--- src/sv/mm4_pkg.sv ---
package mm4_pkg;

    localparam int FRAC_BITS_DEF = 16;
    localparam int DIM_DEF       = 4;

    typedef struct packed {
        logic signed [31:0] left_element;
        logic signed [31:0] right_element;
        logic               last_in;
    } operand_t;

    typedef struct packed {
        logic signed [31:0] product_element;
        logic [3:0]         element_index;
        logic               saturated;
        logic               last_out;
    } result_t;

    // Tag that follows one product term down the multiply-accumulate pipe
    typedef struct packed {
        logic       valid;
        logic       first;
        logic       last;
        logic       final_elem;
        logic [3:0] index;
    } mac_tag_t;

endpackage

--- src/sv/mm4_store.sv ---
module mm4_store #(
    parameter int DIM = 4
) (
    input  logic                              clk,
    input  logic                              wr_en,
    input  logic [$clog2(DIM*DIM)-1:0]        wr_addr,
    input  logic signed [31:0]                wr_left,
    input  logic signed [31:0]                wr_right,
    input  logic [$clog2(DIM*DIM)-1:0]        rd_left_addr,
    input  logic [$clog2(DIM*DIM)-1:0]        rd_right_addr,
    output logic signed [31:0]                rd_left,
    output logic signed [31:0]                rd_right
);
    localparam int CELLS = DIM * DIM;

    logic signed [31:0] left_mem  [CELLS];
    logic signed [31:0] right_mem [CELLS];
    logic signed [31:0] rd_left_reg;
    logic signed [31:0] rd_right_reg;

    always_ff @(posedge clk)
    begin
        if (wr_en)
        begin
            left_mem[wr_addr]  <= wr_left;
            right_mem[wr_addr] <= wr_right;
        end
        rd_left_reg  <= left_mem[rd_left_addr];
        rd_right_reg <= right_mem[rd_right_addr];
    end

    assign rd_left  = rd_left_reg;
    assign rd_right = rd_right_reg;

endmodule

--- src/sv/mm4_ctrl.sv ---
module mm4_ctrl #(
    parameter int DIM = 4
) (
    input  logic                            clk,
    input  logic                            rst_n,
    input  logic                            start,
    input  logic                            last_in,
    output logic                            busy,
    output logic                            wr_en,
    output logic [$clog2(DIM*DIM)-1:0]      wr_addr,
    output logic [$clog2(DIM*DIM)-1:0]      rd_left_addr,
    output logic [$clog2(DIM*DIM)-1:0]      rd_right_addr,
    output mm4_pkg::mac_tag_t               issue
);
    import mm4_pkg::*;

    localparam int CELLS  = DIM * DIM;
    localparam int ADDR_W = $clog2(CELLS);
    localparam int LOG    = $clog2(DIM);
    localparam logic [LOG-1:0]    LAST_IDX  = LOG'(DIM - 1);
    localparam logic [ADDR_W-1:0] LAST_CELL = ADDR_W'(CELLS - 1);

    logic              running_reg, running_next;
    logic [LOG-1:0]    row_reg, row_next;
    logic [LOG-1:0]    col_reg, col_next;
    logic [LOG-1:0]    term_reg, term_next;
    logic [3:0]        elem_reg, elem_next;
    logic [ADDR_W-1:0] load_reg, load_next;
    logic              accept;
    logic              term_last;
    logic              elem_final;

    assign accept     = start && !running_reg;
    assign term_last  = (term_reg == LAST_IDX);
    assign elem_final = term_last && (row_reg == LAST_IDX) && (col_reg == LAST_IDX);

    assign busy    = running_reg;
    assign wr_en   = accept;
    assign wr_addr = load_reg;

    assign rd_left_addr  = ADDR_W'(row_reg * DIM) + ADDR_W'(term_reg);
    assign rd_right_addr = ADDR_W'(term_reg * DIM) + ADDR_W'(col_reg);

    always_comb
    begin
        issue.valid      = running_reg;
        issue.first      = (term_reg == '0);
        issue.last       = term_last;
        issue.final_elem = elem_final;
        issue.index      = elem_reg;
    end

    always_comb
    begin
        running_next = running_reg;
        row_next     = row_reg;
        col_next     = col_reg;
        term_next    = term_reg;
        elem_next    = elem_reg;
        load_next    = load_reg;
        if (accept)
        begin
            if (last_in)
            begin
                load_next    = '0;
                running_next = 1'b1;
                row_next     = '0;
                col_next     = '0;
                term_next    = '0;
                elem_next    = '0;
            end
            else if (load_reg == LAST_CELL)
            begin
                load_next = '0;
            end
            else
            begin
                load_next = load_reg + 1'b1;
            end
        end
        else if (running_reg)
        begin
            // advance one product term per cycle
            if (term_last)
            begin
                term_next = '0;
                elem_next = elem_reg + 1'b1;
                if (col_reg == LAST_IDX)
                begin
                    col_next = '0;
                    row_next = row_reg + 1'b1;
                end
                else
                begin
                    col_next = col_reg + 1'b1;
                end
                if (elem_final)
                begin
                    running_next = 1'b0;
                end
            end
            else
            begin
                term_next = term_reg + 1'b1;
            end
        end
    end

    always_ff @(posedge clk or negedge rst_n)
    begin
        if (!rst_n)
        begin
            running_reg <= 1'b0;
            row_reg     <= '0;
            col_reg     <= '0;
            term_reg    <= '0;
            elem_reg    <= '0;
            load_reg    <= '0;
        end
        else
        begin
            running_reg <= running_next;
            row_reg     <= row_next;
            col_reg     <= col_next;
            term_reg    <= term_next;
            elem_reg    <= elem_next;
            load_reg    <= load_next;
        end
    end

endmodule

--- src/sv/mm4_mac.sv ---
module mm4_mac #(
    parameter int FRAC_BITS = 16,
    parameter int DIM       = 4
) (
    input  logic                  clk,
    input  logic                  rst_n,
    input  mm4_pkg::mac_tag_t     issue,
    input  logic signed [31:0]    left_word,
    input  logic signed [31:0]    right_word,
    output logic                  result_valid,
    output mm4_pkg::result_t      result
);
    import mm4_pkg::*;

    localparam int SH_W  = 64 - FRAC_BITS;
    localparam int ACC_W = SH_W + $clog2(DIM) + 1;
    localparam logic signed [ACC_W-1:0] SAT_MAX = {{(ACC_W-32){1'b0}}, 32'h7FFF_FFFF};
    localparam logic signed [ACC_W-1:0] SAT_MIN = {{(ACC_W-32){1'b1}}, 32'h8000_0000};

    mac_tag_t           tag_rd_reg, tag_mul_reg, tag_acc_reg;
    logic signed [63:0] prod_reg;
    logic signed [63:0] prod_shifted;
    logic signed [ACC_W-1:0] term_ext;
    logic signed [ACC_W-1:0] acc_reg, acc_next;
    logic               valid_reg;
    result_t            result_reg, result_next;

    // arithmetic shift rounds toward minus infinity
    assign prod_shifted = prod_reg >>> FRAC_BITS;
    assign term_ext     = ACC_W'($signed(prod_shifted[SH_W-1:0]));
    assign acc_next     = tag_mul_reg.first ? term_ext : acc_reg + term_ext;

    always_comb
    begin
        result_next.element_index = tag_acc_reg.index;
        result_next.last_out      = tag_acc_reg.final_elem;
        if (acc_reg > SAT_MAX)
        begin
            result_next.product_element = 32'sh7FFF_FFFF;
            result_next.saturated       = 1'b1;
        end
        else if (acc_reg < SAT_MIN)
        begin
            result_next.product_element = 32'sh8000_0000;
            result_next.saturated       = 1'b1;
        end
        else
        begin
            result_next.product_element = acc_reg[31:0];
            result_next.saturated       = 1'b0;
        end
    end

    always_ff @(posedge clk)
    begin
        prod_reg <= left_word * right_word;
        acc_reg  <= acc_next;
        if (tag_acc_reg.valid && tag_acc_reg.last)
        begin
            result_reg <= result_next;
        end
    end

    always_ff @(posedge clk or negedge rst_n)
    begin
        if (!rst_n)
        begin
            tag_rd_reg  <= '0;
            tag_mul_reg <= '0;
            tag_acc_reg <= '0;
            valid_reg   <= 1'b0;
        end
        else
        begin
            tag_rd_reg  <= issue;
            tag_mul_reg <= tag_rd_reg;
            tag_acc_reg <= tag_mul_reg;
            valid_reg   <= tag_acc_reg.valid && tag_acc_reg.last;
        end
    end

    assign result_valid = valid_reg;
    assign result       = result_reg;

endmodule

--- src/sv/matrix4x4_multiply.sv ---
// Operation: an item without last_in is stored into the operand memories; busy stays low.
// An item with last_in is stored too and raises busy for the whole computation, one product
// term per cycle through the single multiply-accumulate unit.
// Each result passes the operand read, product, accumulator and result registers in turn.
// Reset clears the sequencer, load position and pipeline tags; the operand stores
// are not cleared. The receiver cannot stall: each result shows for one cycle.
module matrix4x4_multiply #(
    parameter int FRAC_BITS = mm4_pkg::FRAC_BITS_DEF,
    parameter int DIM       = mm4_pkg::DIM_DEF
) (
    input  logic                 clk,
    input  logic                 rst_n,
    input  logic                 start,
    output logic                 busy,
    input  mm4_pkg::operand_t    operand,
    output logic                 result_valid,
    output mm4_pkg::result_t     result
);
    import mm4_pkg::*;

    localparam int ADDR_W = $clog2(DIM * DIM);

    logic              wr_en;
    logic [ADDR_W-1:0] wr_addr;
    logic [ADDR_W-1:0] rd_left_addr;
    logic [ADDR_W-1:0] rd_right_addr;
    logic signed [31:0] left_word;
    logic signed [31:0] right_word;
    mac_tag_t          issue;

    mm4_ctrl #(
        .DIM (DIM)
    ) u_ctrl (
        .clk           (clk),
        .rst_n         (rst_n),
        .start         (start),
        .last_in       (operand.last_in),
        .busy          (busy),
        .wr_en         (wr_en),
        .wr_addr       (wr_addr),
        .rd_left_addr  (rd_left_addr),
        .rd_right_addr (rd_right_addr),
        .issue         (issue)
    );

    mm4_store #(
        .DIM (DIM)
    ) u_store (
        .clk           (clk),
        .wr_en         (wr_en),
        .wr_addr       (wr_addr),
        .wr_left       (operand.left_element),
        .wr_right      (operand.right_element),
        .rd_left_addr  (rd_left_addr),
        .rd_right_addr (rd_right_addr),
        .rd_left       (left_word),
        .rd_right      (right_word)
    );

    mm4_mac #(
        .FRAC_BITS (FRAC_BITS),
        .DIM       (DIM)
    ) u_mac (
        .clk          (clk),
        .rst_n        (rst_n),
        .issue        (issue),
        .left_word    (left_word),
        .right_word   (right_word),
        .result_valid (result_valid),
        .result       (result)
    );

endmodule
--- config.mk ---
export PLATFORM = sky130hd
export DESIGN_NAME = matrix4x4_multiply
export DESIGN_NICKNAME = d
export VERILOG_FILES = /design/src/sv/mm4_pkg.sv /design/src/sv/mm4_store.sv /design/src/sv/mm4_ctrl.sv /design/src/sv/mm4_mac.sv /design/src/sv/matrix4x4_multiply.sv
export SDC_FILE = /design/constraint.sdc
export NUM_CORES = 2
export LEC_CHECK = 0
export BUFFER_PORTS_ARGS = -buffer_cell sky130_fd_sc_hd__clkbuf_2
export CAP_MARGIN = 30
export CORE_MARGIN = 3
export CORE_UTILIZATION = 45
export DETAILED_ROUTE_END_ITERATION = 8
export PLACE_DENSITY = 0.71
export SLEW_MARGIN = 20
export SYNTH_ARGS = -nofsm -noshare
export SYNTH_HDL_FRONTEND = slang
export SYNTH_SLANG_ARGS = --single-unit
--- constraint.sdc ---
create_clock -name clk -period 7.5 [get_ports clk]
set_input_delay 1.125 -clock clk [delete_from_list [all_inputs] [get_ports clk]]
set_output_delay 1.125 -clock clk [all_outputs]
set_load 0.02 [all_outputs]
Word-level counts from Yosys, hierarchy flattened
Memory sizes are Yosys's and may differ from the RTL's. A register that Yosys moved wholly into a read port is not among the register bits.
Index checks and enable logic that the tools add are counted.
{"block": "word_totals", "ff_bits": 192, "ramBits": 1024, "input_bits": 68, "output_inout_bits": 40, "elab_cells": 85, "mem_count": 2}
{"block": "classes", "add_sub_neg": 8, "n_mul": 1, "magnitude_cmp": 2, "n_eq_ne": 5, "muxes": 28, "reduce_logical": 12}
{"name": "u_store.left_mem", "words": 16, "word_bits": 32, "read_ports": 1, "rd_clocked_by_memory_dff": 1, "wr": 1, "line": "mm4_store.sv:16", "text": "logic signed [31:0] left_mem [CELLS];"}
{"name": "u_store.right_mem", "words": 16, "word_bits": 32, "read_ports": 1, "rd_clocked_by_memory_dff": 1, "wr": 1, "line": "mm4_store.sv:17", "text": "logic signed [31:0] right_mem [CELLS];"}
{"cell": "$mul 32x32->64", "count": 1}
{"cell": "$add 51x48->51", "count": 1}
{"cell": "$gt 51x32->1 const B", "count": 1}
{"cell": "$lt 51x32->1 const B", "count": 1}
{"cell": "$mux 51", "count": 1}
{"cell": "$mux 32", "count": 1}
{"cell": "$mux 2", "count": 12}
{"cell": "$mux 4", "count": 6}
{"cell": "$add 4x1->4 const B", "count": 2}
{"cell": "$add 4x2->4", "count": 2}
{"cell": "$mux 1", "count": 8}
{"cell": "$add 2x1->2 const B", "count": 3}
{"cell": "$eq 2x2->1 const B", "count": 3}
{"cell": "$reduce_bool 2->1", "count": 3}
{"cell": "$eq 4x4->1 const B", "count": 1}
{"cell": "$logic_and 1x1->1", "count": 4}
{"cell": "$reduce_and 4->1", "count": 1}
{"cell": "$reduce_and 3->1", "count": 1}
{"cell": "$logic_not 2->1", "count": 1}
{"cell": "$ne 2x2->1 const B", "count": 1}
{"cell": "$reduce_and 2->1", "count": 1}
{"cell": "$logic_not 1->1", "count": 1}

Depth between registers and ports, before layout
{"block": "depth", "ltp_word": 7, "depth_mapped": 30, "ltp_nobuf": 28}

Cells and area by module
A second synthesis with hierarchy kept.
{"block": "hier_totals", "hier_cells": 6296, "area_unflattened_um2": 83410.0}
{"module": "mm4_mac", "instances": 1, "cells_per_inst": 4563, "area_per_inst_um2": 43017.5}
{"module": "mm4_store", "instances": 1, "cells_per_inst": 1653, "area_per_inst_um2": 39580.5}
{"module": "mm4_ctrl", "instances": 1, "cells_per_inst": 80, "area_per_inst_um2": 812.0}

Worst setup path before layout
OpenSTA, ideal clock, no wires.
{"block": "synth_timing", "kind": "reg-to-reg", "start": "register u_store.rd_left_reg[31], in the netlist u_store.rd_left[31], read port of u_store.left_mem", "end": "register u_mac.prod_reg[50]", "arrival_time_ns": 7.704, "path_slack_ns": -0.275, "stages_incl_launch_ff": 26, "path_buffers": 1, "cell_sequence": "dfxtp_1 > clkbuf_1 > nand2_1 > inv_1 > fa_1 > fa_1 > fa_1 > inv_1 > fa_1 > inv_1 > fa_1 > inv_1 > fa_1 > fa_1 > fa_1 > inv_1 > ha_1 > nand4_1 > or4_1 > or3_1 > o21ai_2 > a311oi_2 > o21ai_2 > a31oi_1 > o21ai_0 > xor2_1"}
{"block": "synth_via", "elab_chain_cells": 1}
{"element": "from (decl)", "line": "mm4_store.sv:18", "text": "logic signed [31:0] rd_left_reg;"}
{"element": "$mul 32x32->64", "line": "mm4_mac.sv:56", "text": "prod_reg <= left_word * right_word;"}
{"element": "to (signal assigned)", "line": "mm4_mac.sv:56"}
{"element": "to (decl)", "line": "mm4_mac.sv:21", "text": "logic signed [63:0] prod_reg;"}
Every way passes these cells.
A chain may end at the register's enable or synchronous reset.

Worst setup path after layout
{"block": "layout_timing", "start": "register u_store.rd_left_reg[19], in the netlist u_store.rd_left[19], read port of u_store.left_mem", "end": "register u_mac.prod_reg[47]"}
Same word-level chain as after synthesis.

==> flow_summary.json <==
{
  "status": "finished with violations",
  "fin_crit_sh_pct": 102,
  "placed_area_um2": 89300,
  "postRouteWirelength_um": 206000,
  "antenna_found_initial": 20,
  "die_x_um": 436,
  "worst-path-max-fanout": 5,
  "relSlewSlack_pct": 30.5,
  "dr_wl_met2_um": 99300,
  "dr.pass1.iters": 7,
  "num_rows": 157,
  "dp_hpwl_um": 138000,
  "top_layer": "met5",
  "cts.hold.buffers_added": 0,
  "h-tree-depth": 4,
  "vias": 48891,
  "ys_seq_area_share_pct": 43.4,
  "syn_nets": 7463,
  "nets": 7811,
  "grt_pass1_wl_um": 318000,
  "cts_sinks": 1264,
  "synth_cell_types": 76,
  "drc": 0,
  "drv_slew": 0,
  "fin_area_um2": 95200,
  "drt-met1-wl_um": 82100,
  "fillers": 14890,
  "clock_latency_ns": 0.76,
  "fmax_mhz": 131,
  "drt_iter0_drc": 4289,
  "numPortBuffers": 107,
  "grt_setup_unrepaired": "yes",
  "min_path_type": "in -> async",
  "syn_inst": 6074,
  "start_util_pct": 45.4,
  "postRouteAntennaNets": 0,
  "skew_ns": 0.0337,
  "via_per_inst": 5.43,
  "globalRouteTotalUtil_pct": 21.9,
  "multi_input_area_um2": 42700,
  "violations": "setup timing",
  "hold_viol_final": 0,
  "avgSynthCellArea_um2": 13.7,
  "finalSetupViolCount": 14,
  "worstMarginPinSlew_ns": 1.04,
  "synthFlopType": "edfxtp_1",
  "grt_max_degree": 118,
  "clk_pin_slew_ns": 0.06,
  "die_h_um": 436,
  "cts_tree": "built",
  "wl_met3_um": 17800,
  "register_area_um2": 36200,
  "async_flop_share_pct": 3.09,
  "clk_path_buf_depth": 3,
  "endpoint_kind": "flop",
  "drv_cap": 0,
  "start_kind": "flop",
  "core_area_um2": 183000,
  "fin_util_pct": 51.9,
  "wl_per_cell_um": 22.9,
  "required_ns": 8.13,
  "ys_ff_latch": 1264,
  "crit_type": "reg -> reg",
  "die-area_um2": 190000,
  "yosys_warnings": 0,
  "drive_above_1_share_pct": 19.0,
  "synth_area_um2": 83200,
  "root_buffer": "clkbuf_16",
  "min_period_ns": 7.62,
  "fin_ws_ns": -0.119,
  "cts_buffers": 132,
  "critPathArrivalTime_ns": 8.25,
  "areaGrowthSynthToFinish_pct": 14.4,
  "ios": 108,
  "gr-total-overflow": 0,
  "globalplace.congestion": 0.929,
  "synth-edff-count": 1062,
  "grt_pass1_vias": 53144
}
-- cells in the mapped netlist (7+ instances only) --
library cell	count	share of area [%]
nor3b_1	9	0.081
ha_1	239	3.6
o211ai_1	11	0.099
edfxtp_1	1062	38
a31oi_1	12	0.090
a21oi_1	87	0.52
nor3_1	7	0.042
nand2_1	666	3.0
nand2b_1	19	0.14
o31ai_1	12	0.11
clkbuf_1	263	1.2
o21a_1	8	0.072
inv_1	1011	4.6
nor2_1	48	0.22
nor4_1	10	0.075
dfxtp_1	163	3.9
a211oi_1	9	0.081
xor2_1	40	0.42
mux4_2	320	8.7
o21bai_1	16	0.14
fa_1	1082	26
and2_1	497	3.7
o21ai_0	89	0.54
nand4_1	20	0.15
nand3_1	25	0.15
xnor2_1	65	0.68
nor2b_1	40	0.30
buf_1	34	0.15
a21o_1	76	0.69
and3_1	17	0.13
dfrtp_1	39	1.2
-- area by class of cell --
| cell class | instances | area share [%] |
|---|---|---|
| Multi-Input combinational cell | 3498 | 44.9 |
| Antenna cell | 12 | 0.0315 |
| Clock buffer | 182 | 3.92 |
| Sequential cell | 1264 | 38.1 |
| Inverter | 1012 | 3.99 |
| Tap cell | 2464 | 3.24 |
| Timing Repair Buffer | 514 | 5.16 |
| Clock inverter | 56 | 0.715 |
-- worst max-delay path, cell delays in order (launching register included) --
cell and delay, ns:
dfxtp_4 0.36, buf_12 0.15, buf_8 0.13, and2_4 0.15, fa_1 0.48, fa_1 0.52, inv_2 0.04, fa_1 0.54
inv_2 0.04, fa_1 0.51, fa_1 0.58, fa_2 0.45, fa_2 0.56, fa_2 0.48, ha_4 0.29, nand4_1 0.16
or4_4 0.57, or3_4 0.35, buf_6 0.12, o21ai_4 0.15, a311oi_2 0.13, o21ai_2 0.23, a21o_1 0.22, a31oi_1 0.11
xnor2_1 0.13
-- final timing paths --
kind / startpoint / endpoint / slack, ns / cells past startpoint
max in group asynchronous: rst_n / u_mac.result_next[5] / 6.67 / 2
min reg2reg: u_mac.tag_mul_reg[3] / u_mac.result_next[5] / 0.35 / 0
max: u_store.rd_left[19] / u_mac.prod_reg[47] / -0.12 / 24
max reg2reg: u_store.rd_left[19] / u_mac.prod_reg[47] / -0.12 / 24
min in group clk: u_mac.tag_mul_reg[3] / u_mac.result_next[5] / 0.35 / 0
min: rst_n / u_ctrl.term_reg[0] / 0.31 / 1
-- routing by layer --
layer	global-route usage, %	vias up
met5	0	-
met4	7.16	14
met3	4.71	409
met2	35.7	2155
met1	29.4	25576
li1	-	20737
-- timing repair --
action / 4_1_cts / 5_1_grt
gates resized for setup: 107 / 133
gates cloned: 4 / 4
pin swaps: 74 / 102
setup endpoints to repair: 25 / 30
setup buffers: 38 / 21
endpoints found under the hold margin: 0 / 0
-- logic make-up (layout without fill, tap and decap cells) --
logic type | after synthesis | in the layout | share of synthesized area (%)
xor gates and xnor gates | 105 | 105 | 1.11
AOI/OAI and AO/OA | 369 | 369 | 2.98
and+or+nand+nor | 1378 | 1378 | 8.22
adders and majority gates | 1321 | 1321 | 29.6
muxes | 325 | 325 | 8.72
other | 0 | 12 | 0
buffers and inverters | 1312 | 1764 | 5.92
DFF | 1264 | 1264 | 43.4
-- cells in the final DEF, fill, tap and decap left out, types with 19 or more instances in the layout --
cell type	n
edfxtp_1	1062
nor2_1	44
buf_4	285
fa_2	44
xnor2_1	63
nand3_1	24
nand2b_1	19
a21o_1	76
and2_1	477
ha_1	228
clkbuf_16	141
dfrtp_1	32
and2_4	19
nand2_1	661
clkbuf_1	32
a21oi_1	78
nand4_1	20
clkbuf_2	107
fa_1	1038
xor2_1	39
dfxtp_1	120
mux4_2	320
nor2b_1	38
o21ai_0	82
inv_1	995
buf_6	24
dfxtp_2	27
buf_12	80
-- per-stage QoR --
step	cells	hold WS [ns]	TNS, ns	worst slack (ns)
after floorplan	6074	0.331	0	0.00621
after global placement	8688	0.332	-3.96	-0.296
after detailed placement	8691	0.336	-6.21	-0.411
after CTS	8968	0.270	-0.0117	-0.00993
after global routing	8993	0.295	-4.58	-0.316
final	9002	0.309	-0.880	-0.119
Power is not shown: default switching activity piles up to over one toggle a cycle in this logic, so the estimate is an artifact.
